### config.mk
export PLATFORM = sky130hd
export DESIGN_NAME = xoshiro256ss_random_generator_top
export DESIGN_NICKNAME = d
export VERILOG_FILES = /design/src/xrg_pkg.sv /design/src/xrg_datapath.sv /design/src/xrg_controller.sv /design/src/xoshiro256ss_random_generator_top.sv
export SDC_FILE = /design/constraint.sdc
export NUM_CORES = 2
export LEC_CHECK = 0
export BUFFER_PORTS_ARGS = -buffer_cell sky130_fd_sc_hd__buf_2
export CAP_MARGIN = 40
export CELL_PAD_IN_SITES_DETAIL_PLACEMENT = 1
export CELL_PAD_IN_SITES_GLOBAL_PLACEMENT = 1
export CORE_MARGIN = 2
export CORE_UTILIZATION = 45
export DETAILED_ROUTE_END_ITERATION = 10
export PLACE_DENSITY_LB_ADDON = 0.08
export SLEW_MARGIN = 20
export SYNTH_ARGS = -nofsm -noshare
export SYNTH_HDL_FRONTEND = slang
export SYNTH_SLANG_ARGS = --single-unit
### constraint.sdc
create_clock -name clock -period 8.7 [get_ports clock]
set_input_delay 1.74 -clock clock [delete_from_list [all_inputs] [get_ports clock]]
set_output_delay 1.74 -clock clock [all_outputs]
set_load 0.02 [all_outputs]
### src/xrg_pkg.sv
// Shared constants and types for the xoshiro256** generator.
package xrg_pkg;

   localparam logic [1:0] CMD_RESEED  = 2'd0;
   localparam logic [1:0] CMD_RAW     = 2'd1;
   localparam logic [1:0] CMD_BOUNDED = 2'd2;

   localparam logic [63:0] MIX_GAMMA = 64'h9E3779B97F4A7C15;
   localparam logic [63:0] MIX_MUL_A = 64'hBF58476D1CE4E5B9;
   localparam logic [63:0] MIX_MUL_B = 64'h94D049BB133111EB;

   // Datapath operations issued by the controller.
   localparam logic [3:0] OP_NONE      = 4'd0;
   localparam logic [3:0] OP_LOAD      = 4'd1;  // capture request, clear result
   localparam logic [3:0] OP_MIX_ADD   = 4'd2;  // acc += gamma, z = acc ^ (acc >> 30)
   localparam logic [3:0] OP_MUL_A     = 4'd3;  // start multiply of z by constant A
   localparam logic [3:0] OP_MIX_MID   = 4'd4;  // z = p ^ (p >> 27)
   localparam logic [3:0] OP_MUL_B     = 4'd5;  // start multiply of z by constant B
   localparam logic [3:0] OP_MIX_STORE = 4'd6;  // word[idx] = p ^ (p >> 31)
   localparam logic [3:0] OP_DRAW      = 4'd7;  // scramble and advance state
   localparam logic [3:0] OP_DIV_START = 4'd8;  // start raw mod span
   localparam logic [3:0] OP_FINISH    = 4'd9;  // form the bounded result
   localparam logic [3:0] OP_EQUAL     = 4'd10; // equal bounds result

   typedef struct packed {
      logic [3:0] op;
      logic [1:0] word_idx;
   } cmd_type;

   typedef struct packed {
      logic       mul_busy;
      logic       div_busy;
      logic       bounds_equal;
      logic [1:0] command;
   } status_type;

endpackage

### src/xrg_datapath.sv
// Datapath: generator state, seeding mixer, shared multiplier and divider.
module xrg_datapath
   import xrg_pkg::*;
(
   input  logic         clock,
   input  logic         reset,
   input  cmd_type      cmd,
   output status_type   status,
   input  logic [1:0]   req_command,
   input  logic [63:0]  req_seed_value,
   input  logic [31:0]  req_range_low,
   input  logic [31:0]  req_range_high,
   output logic [63:0]  raw_value,
   output logic [31:0]  ranged_value,
   output logic         span_error
);

   logic [63:0] word_ff [4];
   logic [63:0] word_in [4];
   logic [1:0]  command_ff;
   logic [63:0] acc_ff, acc_in, z_ff, z_in;
   logic [31:0] low_ff, high_ff;
   logic [63:0] raw_ff, raw_in;
   logic [31:0] ranged_ff, ranged_in;
   logic        err_ff, err_in;

   // Multiplier: 64x64 low half built from a 16x64 partial product per cycle,
   // accumulated over the four 16-bit slices of the constant.
   logic [63:0] mul_a_ff, mul_a_in, mul_b_ff, mul_b_in, prod_ff, prod_in;
   logic [2:0]  mul_cnt_ff, mul_cnt_in;
   logic [79:0] mul_part;

   // Restoring divider: one quotient bit per cycle.
   logic [63:0] dvd_ff, dvd_in, rem_ff, rem_in, dvs_ff, dvs_in;
   logic [6:0]  div_cnt_ff, div_cnt_in;
   logic [64:0] rem_shift, rem_sub;

   logic [63:0] span;
   logic [31:0] diff;
   logic [63:0] t17, s1x5, rot;

   assign diff = high_ff - low_ff;
   assign span = {{32{diff[31]}}, diff} + 64'd1;
   assign mul_part = mul_b_ff[15:0] * mul_a_ff;
   assign rem_shift = {rem_ff, dvd_ff[63]};
   assign rem_sub = rem_shift - {1'b0, dvs_ff};
   assign s1x5 = word_ff[1] * 64'd5;
   assign rot = {s1x5[56:0], s1x5[63:57]};
   assign t17 = word_ff[1] << 17;

   always_comb begin
      logic [63:0] s2, s3, s1, s0;
      word_in = word_ff;
      acc_in = acc_ff;
      z_in = z_ff;
      raw_in = raw_ff;
      ranged_in = ranged_ff;
      err_in = err_ff;
      mul_a_in = mul_a_ff;
      mul_b_in = mul_b_ff;
      prod_in = prod_ff;
      mul_cnt_in = mul_cnt_ff;
      dvd_in = dvd_ff;
      rem_in = rem_ff;
      dvs_in = dvs_ff;
      div_cnt_in = div_cnt_ff;
      s2 = word_ff[2] ^ word_ff[0];
      s3 = word_ff[3] ^ word_ff[1];
      s1 = word_ff[1] ^ s2;
      s0 = word_ff[0] ^ s3;

      if (mul_cnt_ff != 3'd0) begin
         prod_in = prod_ff + mul_part[63:0];
         mul_a_in = mul_a_ff << 16;
         mul_b_in = mul_b_ff >> 16;
         mul_cnt_in = mul_cnt_ff - 3'd1;
      end
      if (div_cnt_ff != 7'd0) begin
         if (!rem_sub[64]) begin
            rem_in = rem_sub[63:0];
         end else begin
            rem_in = rem_shift[63:0];
         end
         dvd_in = dvd_ff << 1;
         div_cnt_in = div_cnt_ff - 7'd1;
      end

      unique case (cmd.op) inside
         OP_LOAD: begin
            acc_in = req_seed_value;
            raw_in = '0;
            ranged_in = '0;
            err_in = 1'b0;
         end
         OP_MIX_ADD: begin
            acc_in = acc_ff + MIX_GAMMA;
            z_in = acc_in ^ (acc_in >> 30);
         end
         OP_MUL_A, OP_MUL_B: begin
            mul_a_in = z_ff;
            mul_b_in = (cmd.op == OP_MUL_A) ? MIX_MUL_A : MIX_MUL_B;
            prod_in = '0;
            mul_cnt_in = 3'd4;
         end
         OP_MIX_MID: z_in = prod_ff ^ (prod_ff >> 27);
         OP_MIX_STORE: word_in[cmd.word_idx] = prod_ff ^ (prod_ff >> 31);
         OP_DRAW: begin
            z_in = {rot[60:0], 3'b000} + rot;
            if (command_ff == CMD_RAW) begin
               raw_in = z_in;
            end
            word_in[0] = s0;
            word_in[1] = s1;
            word_in[2] = s2 ^ t17;
            word_in[3] = {s3[18:0], s3[63:19]};
         end
         OP_DIV_START: begin
            dvd_in = z_ff;
            dvs_in = span;
            rem_in = '0;
            div_cnt_in = 7'd64;
         end
         OP_FINISH: begin
            if (span == 64'd0) begin
               err_in = 1'b1;
            end else begin
               ranged_in = low_ff + rem_ff[31:0];
            end
         end
         OP_EQUAL: ranged_in = low_ff;
         default: ;
      endcase
   end

   always_ff @(posedge clock) begin
      if (reset) begin
         for (int i = 0; i < 4; i++) begin
            word_ff[i] <= '0;
         end
         mul_cnt_ff <= '0;
         div_cnt_ff <= '0;
      end else begin
         word_ff <= word_in;
         mul_cnt_ff <= mul_cnt_in;
         div_cnt_ff <= div_cnt_in;
      end
   end

   always_ff @(posedge clock) begin
      if (cmd.op == OP_LOAD) begin
         command_ff <= req_command;
         low_ff <= req_range_low;
         high_ff <= req_range_high;
      end
      acc_ff <= acc_in;
      z_ff <= z_in;
      raw_ff <= raw_in;
      ranged_ff <= ranged_in;
      err_ff <= err_in;
      mul_a_ff <= mul_a_in;
      mul_b_ff <= mul_b_in;
      prod_ff <= prod_in;
      dvd_ff <= dvd_in;
      rem_ff <= rem_in;
      dvs_ff <= dvs_in;
   end

   assign status.mul_busy = (mul_cnt_ff != 3'd0);
   assign status.div_busy = (div_cnt_ff != 7'd0);
   assign status.bounds_equal = (low_ff == high_ff);
   assign status.command = command_ff;
   assign raw_value = raw_ff;
   assign ranged_value = ranged_ff;
   assign span_error = err_ff;

endmodule

### src/xrg_controller.sv
// Controller: sequences the datapath for each command and runs the handshake.
module xrg_controller
   import xrg_pkg::*;
(
   input  logic       clock,
   input  logic       reset,
   input  logic       req_valid,
   output logic       req_stall,
   output logic       rsp_valid,
   input  logic       rsp_stall,
   input  status_type status,
   output cmd_type    cmd
);

   localparam logic [3:0] ST_IDLE     = 4'd0;
   localparam logic [3:0] ST_DECODE   = 4'd1;
   localparam logic [3:0] ST_MIX_ADD  = 4'd2;
   localparam logic [3:0] ST_MUL_A    = 4'd3;
   localparam logic [3:0] ST_WAIT_A   = 4'd4;
   localparam logic [3:0] ST_MIX_MID  = 4'd5;
   localparam logic [3:0] ST_MUL_B    = 4'd6;
   localparam logic [3:0] ST_WAIT_B   = 4'd7;
   localparam logic [3:0] ST_STORE    = 4'd8;
   localparam logic [3:0] ST_DRAW     = 4'd9;
   localparam logic [3:0] ST_DIV      = 4'd10;
   localparam logic [3:0] ST_WAIT_DIV = 4'd11;
   localparam logic [3:0] ST_FINISH   = 4'd12;
   localparam logic [3:0] ST_DONE     = 4'd13;

   logic [3:0] state_ff, state_in;
   logic [1:0] idx_ff, idx_in;
   logic       accept;

   // A new item may enter while the finished one is being taken.
   assign req_stall = !(state_ff == ST_IDLE || (state_ff == ST_DONE && !rsp_stall));
   assign accept = req_valid && !req_stall;
   assign rsp_valid = (state_ff == ST_DONE);

   always_comb begin
      state_in = state_ff;
      idx_in = idx_ff;
      cmd.op = OP_NONE;
      cmd.word_idx = idx_ff;
      unique case (state_ff) inside
         ST_IDLE, ST_DONE: begin
            if (state_ff == ST_DONE && !rsp_stall) begin
               state_in = ST_IDLE;
            end
            if (accept) begin
               cmd.op = OP_LOAD;
               state_in = ST_DECODE;
            end
         end
         ST_DECODE: begin
            idx_in = 2'd0;
            unique case (status.command)
               CMD_RESEED: state_in = ST_MIX_ADD;
               CMD_RAW: state_in = ST_DRAW;
               CMD_BOUNDED: begin
                  if (status.bounds_equal) begin
                     cmd.op = OP_EQUAL;
                     state_in = ST_DONE;
                  end else begin
                     state_in = ST_DRAW;
                  end
               end
               default: state_in = ST_DONE;
            endcase
         end
         ST_MIX_ADD: begin
            cmd.op = OP_MIX_ADD;
            state_in = ST_MUL_A;
         end
         ST_MUL_A: begin
            cmd.op = OP_MUL_A;
            state_in = ST_WAIT_A;
         end
         ST_WAIT_A: if (!status.mul_busy) state_in = ST_MIX_MID;
         ST_MIX_MID: begin
            cmd.op = OP_MIX_MID;
            state_in = ST_MUL_B;
         end
         ST_MUL_B: begin
            cmd.op = OP_MUL_B;
            state_in = ST_WAIT_B;
         end
         ST_WAIT_B: if (!status.mul_busy) state_in = ST_STORE;
         ST_STORE: begin
            cmd.op = OP_MIX_STORE;
            idx_in = idx_ff + 2'd1;
            state_in = (idx_ff == 2'd3) ? ST_DONE : ST_MIX_ADD;
         end
         ST_DRAW: begin
            cmd.op = OP_DRAW;
            state_in = (status.command == CMD_RAW) ? ST_DONE : ST_DIV;
         end
         ST_DIV: begin
            cmd.op = OP_DIV_START;
            state_in = ST_WAIT_DIV;
         end
         ST_WAIT_DIV: if (!status.div_busy) state_in = ST_FINISH;
         ST_FINISH: begin
            cmd.op = OP_FINISH;
            state_in = ST_DONE;
         end
         default: state_in = ST_IDLE;
      endcase
   end

   always_ff @(posedge clock) begin
      if (reset) begin
         state_ff <= ST_IDLE;
         idx_ff <= '0;
      end else begin
         state_ff <= state_in;
         idx_ff <= idx_in;
      end
   end

endmodule

### src/xoshiro256ss_random_generator_top.sv
// A bounded draw uses a bit-serial divider; a reseed runs four mixing rounds,
// each with two multiplies on a shared 16x64 multiplier.
// One item at a time; the next item is accepted in the cycle its
// predecessor's result is taken. Synchronous reset zeroes the state words.
module xoshiro256ss_random_generator_top
   import xrg_pkg::*;
(
   input  logic         clock,
   input  logic         reset,
   input  logic         req_valid,
   output logic         req_stall,
   input  logic [1:0]   req_command,
   input  logic [63:0]  req_seed_value,
   input  logic signed [31:0] req_range_low,
   input  logic signed [31:0] req_range_high,
   output logic         rsp_valid,
   input  logic         rsp_stall,
   output logic [63:0]  rsp_raw_value,
   output logic signed [31:0] rsp_ranged_value,
   output logic         rsp_span_error
);

   cmd_type    cmd;
   status_type status;

   xrg_controller u_ctrl (
      .clock, .reset, .req_valid, .req_stall, .rsp_valid, .rsp_stall,
      .status, .cmd
   );

   xrg_datapath u_dp (
      .clock, .reset, .cmd, .status, .req_command, .req_seed_value,
      .req_range_low, .req_range_high,
      .raw_value(rsp_raw_value),
      .ranged_value(rsp_ranged_value),
      .span_error(rsp_span_error)
   );

endmodule

==> flow_metrics.py <==
metrics = {
    "routing": {
        "antenna_left": 0,
        "post-route-drc-count": 0,
        "routed_wl_um": 328000,
        "via_per_inst": 5.88,
        "dr.max_layer_used": "met5",
        "wl_met1_um": 142000,
        "detail_route.first_pass.iterations": 6,
        "route.met2.wl_um": 144000,
        "wire_per_inst_um": 26.5,
        "wl_met3_um": 23000,
        "via_count": 72630,
        "drt-initial-drc-count": 5810,
    },
    "grt": {
        "track_usage_pct": 34.1,
        "overflow": 0,
        "antenna_found_initial": 19,
        "grt_pass1_vias": 75693,
        "grt_start_max_net_pins": 129,
        "grt_first_pass_wirelength_um": 491000,
    },
    "critical_path": {
        "critPathBufInv": 3,
        "critPathLaunchType": "register",
        "slowest_stage": "dfxtp_1",
        "crit_fanout": 6,
        "critPathArrivalTime_ps": 8720,
        "ff2ff_setup_slack_ps": 460,
        "crit_start": "u_dp.t17[21]",
        "r2r_start": "u_dp.t17[21]",
        "slowest_delay_ps": 490,
        "reg2reg_to": "u_dp.z_ff[57]",
        "reg2reg_depth": 31,
        "crit_required_ps": 9190,
        "critPathKind": "register to register",
        "crit_family": "compound AO/OA/AOI/OAI gates",
        "endpoint_kind": "register",
    },
    "sta": {
        "fin_crit_sh_pct": 94.7,
        "worst_hold_slack_ps": 472,
        "max_freq_ghz": 0.121,
        "worst_slew_pin_slew_ps": 993,
        "finalCriticalPeriod_ps": 8240,
        "max_slew_margin_pct": 33.6,
        "finalHoldViolations": 0,
        "clock_skew_ps": 65.9,
        "setup_ws_ps": 464,
        "final.setup.tns_ps": 0,
        "report.final.setup_viol": 0,
        "drv_slew": 0,
    },
    "min_path": {
        "holdPathEnd": "u_dp.word_ff[16]",
        "whs_path_depth": 2,
        "hp-class": "register to register",
        "hp-start": "u_dp.word_ff[16]",
    },
    "die": {
        "die_x_um": 437,
        "design.core.area_mm2": 0.186,
        "top_level_ports": 233,
        "rows": 158,
        "dieHeight_um": 437,
        "initial_core_util_pct": 45.3,
        "die-area_mm2": 0.191,
    },
    "cells_and_area": {
        "area_growth_pct": 9.86,
        "drive_gt1_share_pct": 7.71,
        "nNetsFinal": 11151,
        "fin_cells": 12361,
        "final_cell_mix": "1562 x nand2_1, 1200 x inv_1, 819 x fa_1, 675 x nor2_1, 664 x a21oi_1",
        "final_common_cell": "nand2_1",
    },
    "synthesis": {
        "synth_cell_type_count": 101,
        "synthTopCellsByArea": "fa_1 19%, edfxtp_1 18%, dfxtp_1 9.5%",
        "synth_top_area_share_pct": 19.5,
        "synthesis.area_mm2": 0.0843,
        "synth_flop_cell": "edfxtp_1",
        "synth-seq-cells": 894,
        "seq_area_frac_synth_pct": 27.1,
        "synthesis.nets": 11127,
        "synth-edff-count": 494,
        "syn_avg_cell_area_um2": 8.64,
        "synth_cells": 9757,
        "postSynth.asyncResetShare_pct": 0,
        "yosysWarnings": 0,
        "synth_top_area_cell": "fa_1",
    },
    "cts": {
        "clockBufferDepth": 3,
        "cts_tree": "built",
        "numCtsBuffers": 105,
        "clkSinkCount": 894,
        "clockRootBuffer": "clkbuf_16",
        "clock_latency_ps": 780,
        "htreeDepth": 3,
        "cts_hold_buf": 0,
        "clkSlewWorstSetupHoldPaths_ps": 60,
    },
    "placed_design": {
        "gp_congestion": 0.946,
        "dp_cells": 12122,
        "pre_cts_slack_ps": 120,
        "io_buffers": 232,
        "dp_hpwl_um": 259000,
    },
    "outcome": {
        "outcome": "completed",
    },
    "job": {
        "cap_violations": 0,
    },
}
[final cells by class]
cell class	instances	area (um^2)
Fill cell	21776	93300
Inverter	1204	4520
Multi-Input combinational cell	7109	55000
Clock inverter	58	709
Tap cell	2480	3100
Antenna cell	10	25.0
Timing Repair Buffer	467	3430
Clock buffer	139	2900
Sequential cell	894	22800
[stage by stage]
stage	area (um^2)	util, %
6_report	92600	49.8
5_1_grt	92500	49.8
4_1_cts	92100	49.6
3_3_place_gp	87900	47.3
3_5_place_dp	88500	47.6
2_1_floorplan	84300	-
[cells in the mapped netlist (all sizes together), types with 58 or more instances]
master and count:
nor2 685, xnor2 406, o21bai 63, a211oi 126, a21oi 664, inv 1202
ha 417, xor2 258, clkbuf 514, nand3 96, nand2 1567, a2111oi 64
edfxtp 494, nor3 125, a21o 212, dfxtp 400, and3 58, and2 314
fa 819, o21a 72, o21ai 403
[state kept, by name, summed over array words and instances, names as in the netlist]
signal / count
u_dp.span_error: 1
u_dp.mul_b_ff: 42
u_dp.prod_ff: 64
u_dp.mul_a_ff: 64
u_dp.rem_ff: 64
u_dp.word_ff: 209
u_dp.high_ff: 32
u_ctrl.state_ff: 4
u_dp.acc_ff: 64
u_dp.dvd_ff: 64
u_dp.low_ff: 32
u_ctrl.idx_ff: 2
u_dp.ranged_value: 32
u_dp.raw_value: 64
u_dp.dvs_ff: 33
u_dp.t17: 47
u_dp.div_cnt_ff: 7
u_dp.command_ff: 2
u_dp.mul_cnt_ff: 3
u_dp.z_ff: 64
[routing by layer]
metal | track usage, % | vias to the layer above
met5 | 0 | -
met4 | 17.6 | 8
met3 | 4.75 | 623
met2 | 51.8 | 2488
met1 | 47.2 | 37212
li1 | - | 32299
[worst reg2reg max path, delay by kind of cell, from the launching register on]
kind            cells  cell delay, ps
simple gates        4             670
fa+ha+maj           4            1320
flops               1             490
buf+inv             3             420
compound gates     18            4310
xor+xnor            2             750
[worst max-delay path by stage]
stage / cells past startpoint / endpoint / slack (ps)
6_report: 31 / u_dp.z_ff[57] / 460
5_1_grt: 31 / u_dp.z_ff[57] / -30
4_1_cts: 26 / u_dp.prod_ff[62] / 250
3_3_place_gp: 26 / u_dp.prod_ff[62] / 60
3_5_place_dp: 24 / u_dp.prod_ff[62] / 120
2_1_floorplan: 29 / u_dp.z_ff[63] / 1800
[logic make-up (layout without fill, tap and decap cells)]
kind of cell	Yosys count	after routing	share of synthesized area (%)
AND/OR/NAND/NOR	3160	3160	16.7
AO/OA/AOI/OAI	2028	2028	15.5
buffers and inverters	1754	1868	7.84
adder cells (fa/ha/maj)	1236	1236	25.7
flip-flops	894	894	27.1
XOR/XNOR	665	665	6.94
multiplexers	20	20	0.255
other	0	10	0
[repair_timing]
item                       4_1_cts  5_1_grt
setup endpoints to repair        1       21
resized for setup                1        3
buffers inserted                 2        8
Power is left out: the tool's default activity adds up to more than one toggle a clock period on the data nets, which glitch-free logic cannot reach.
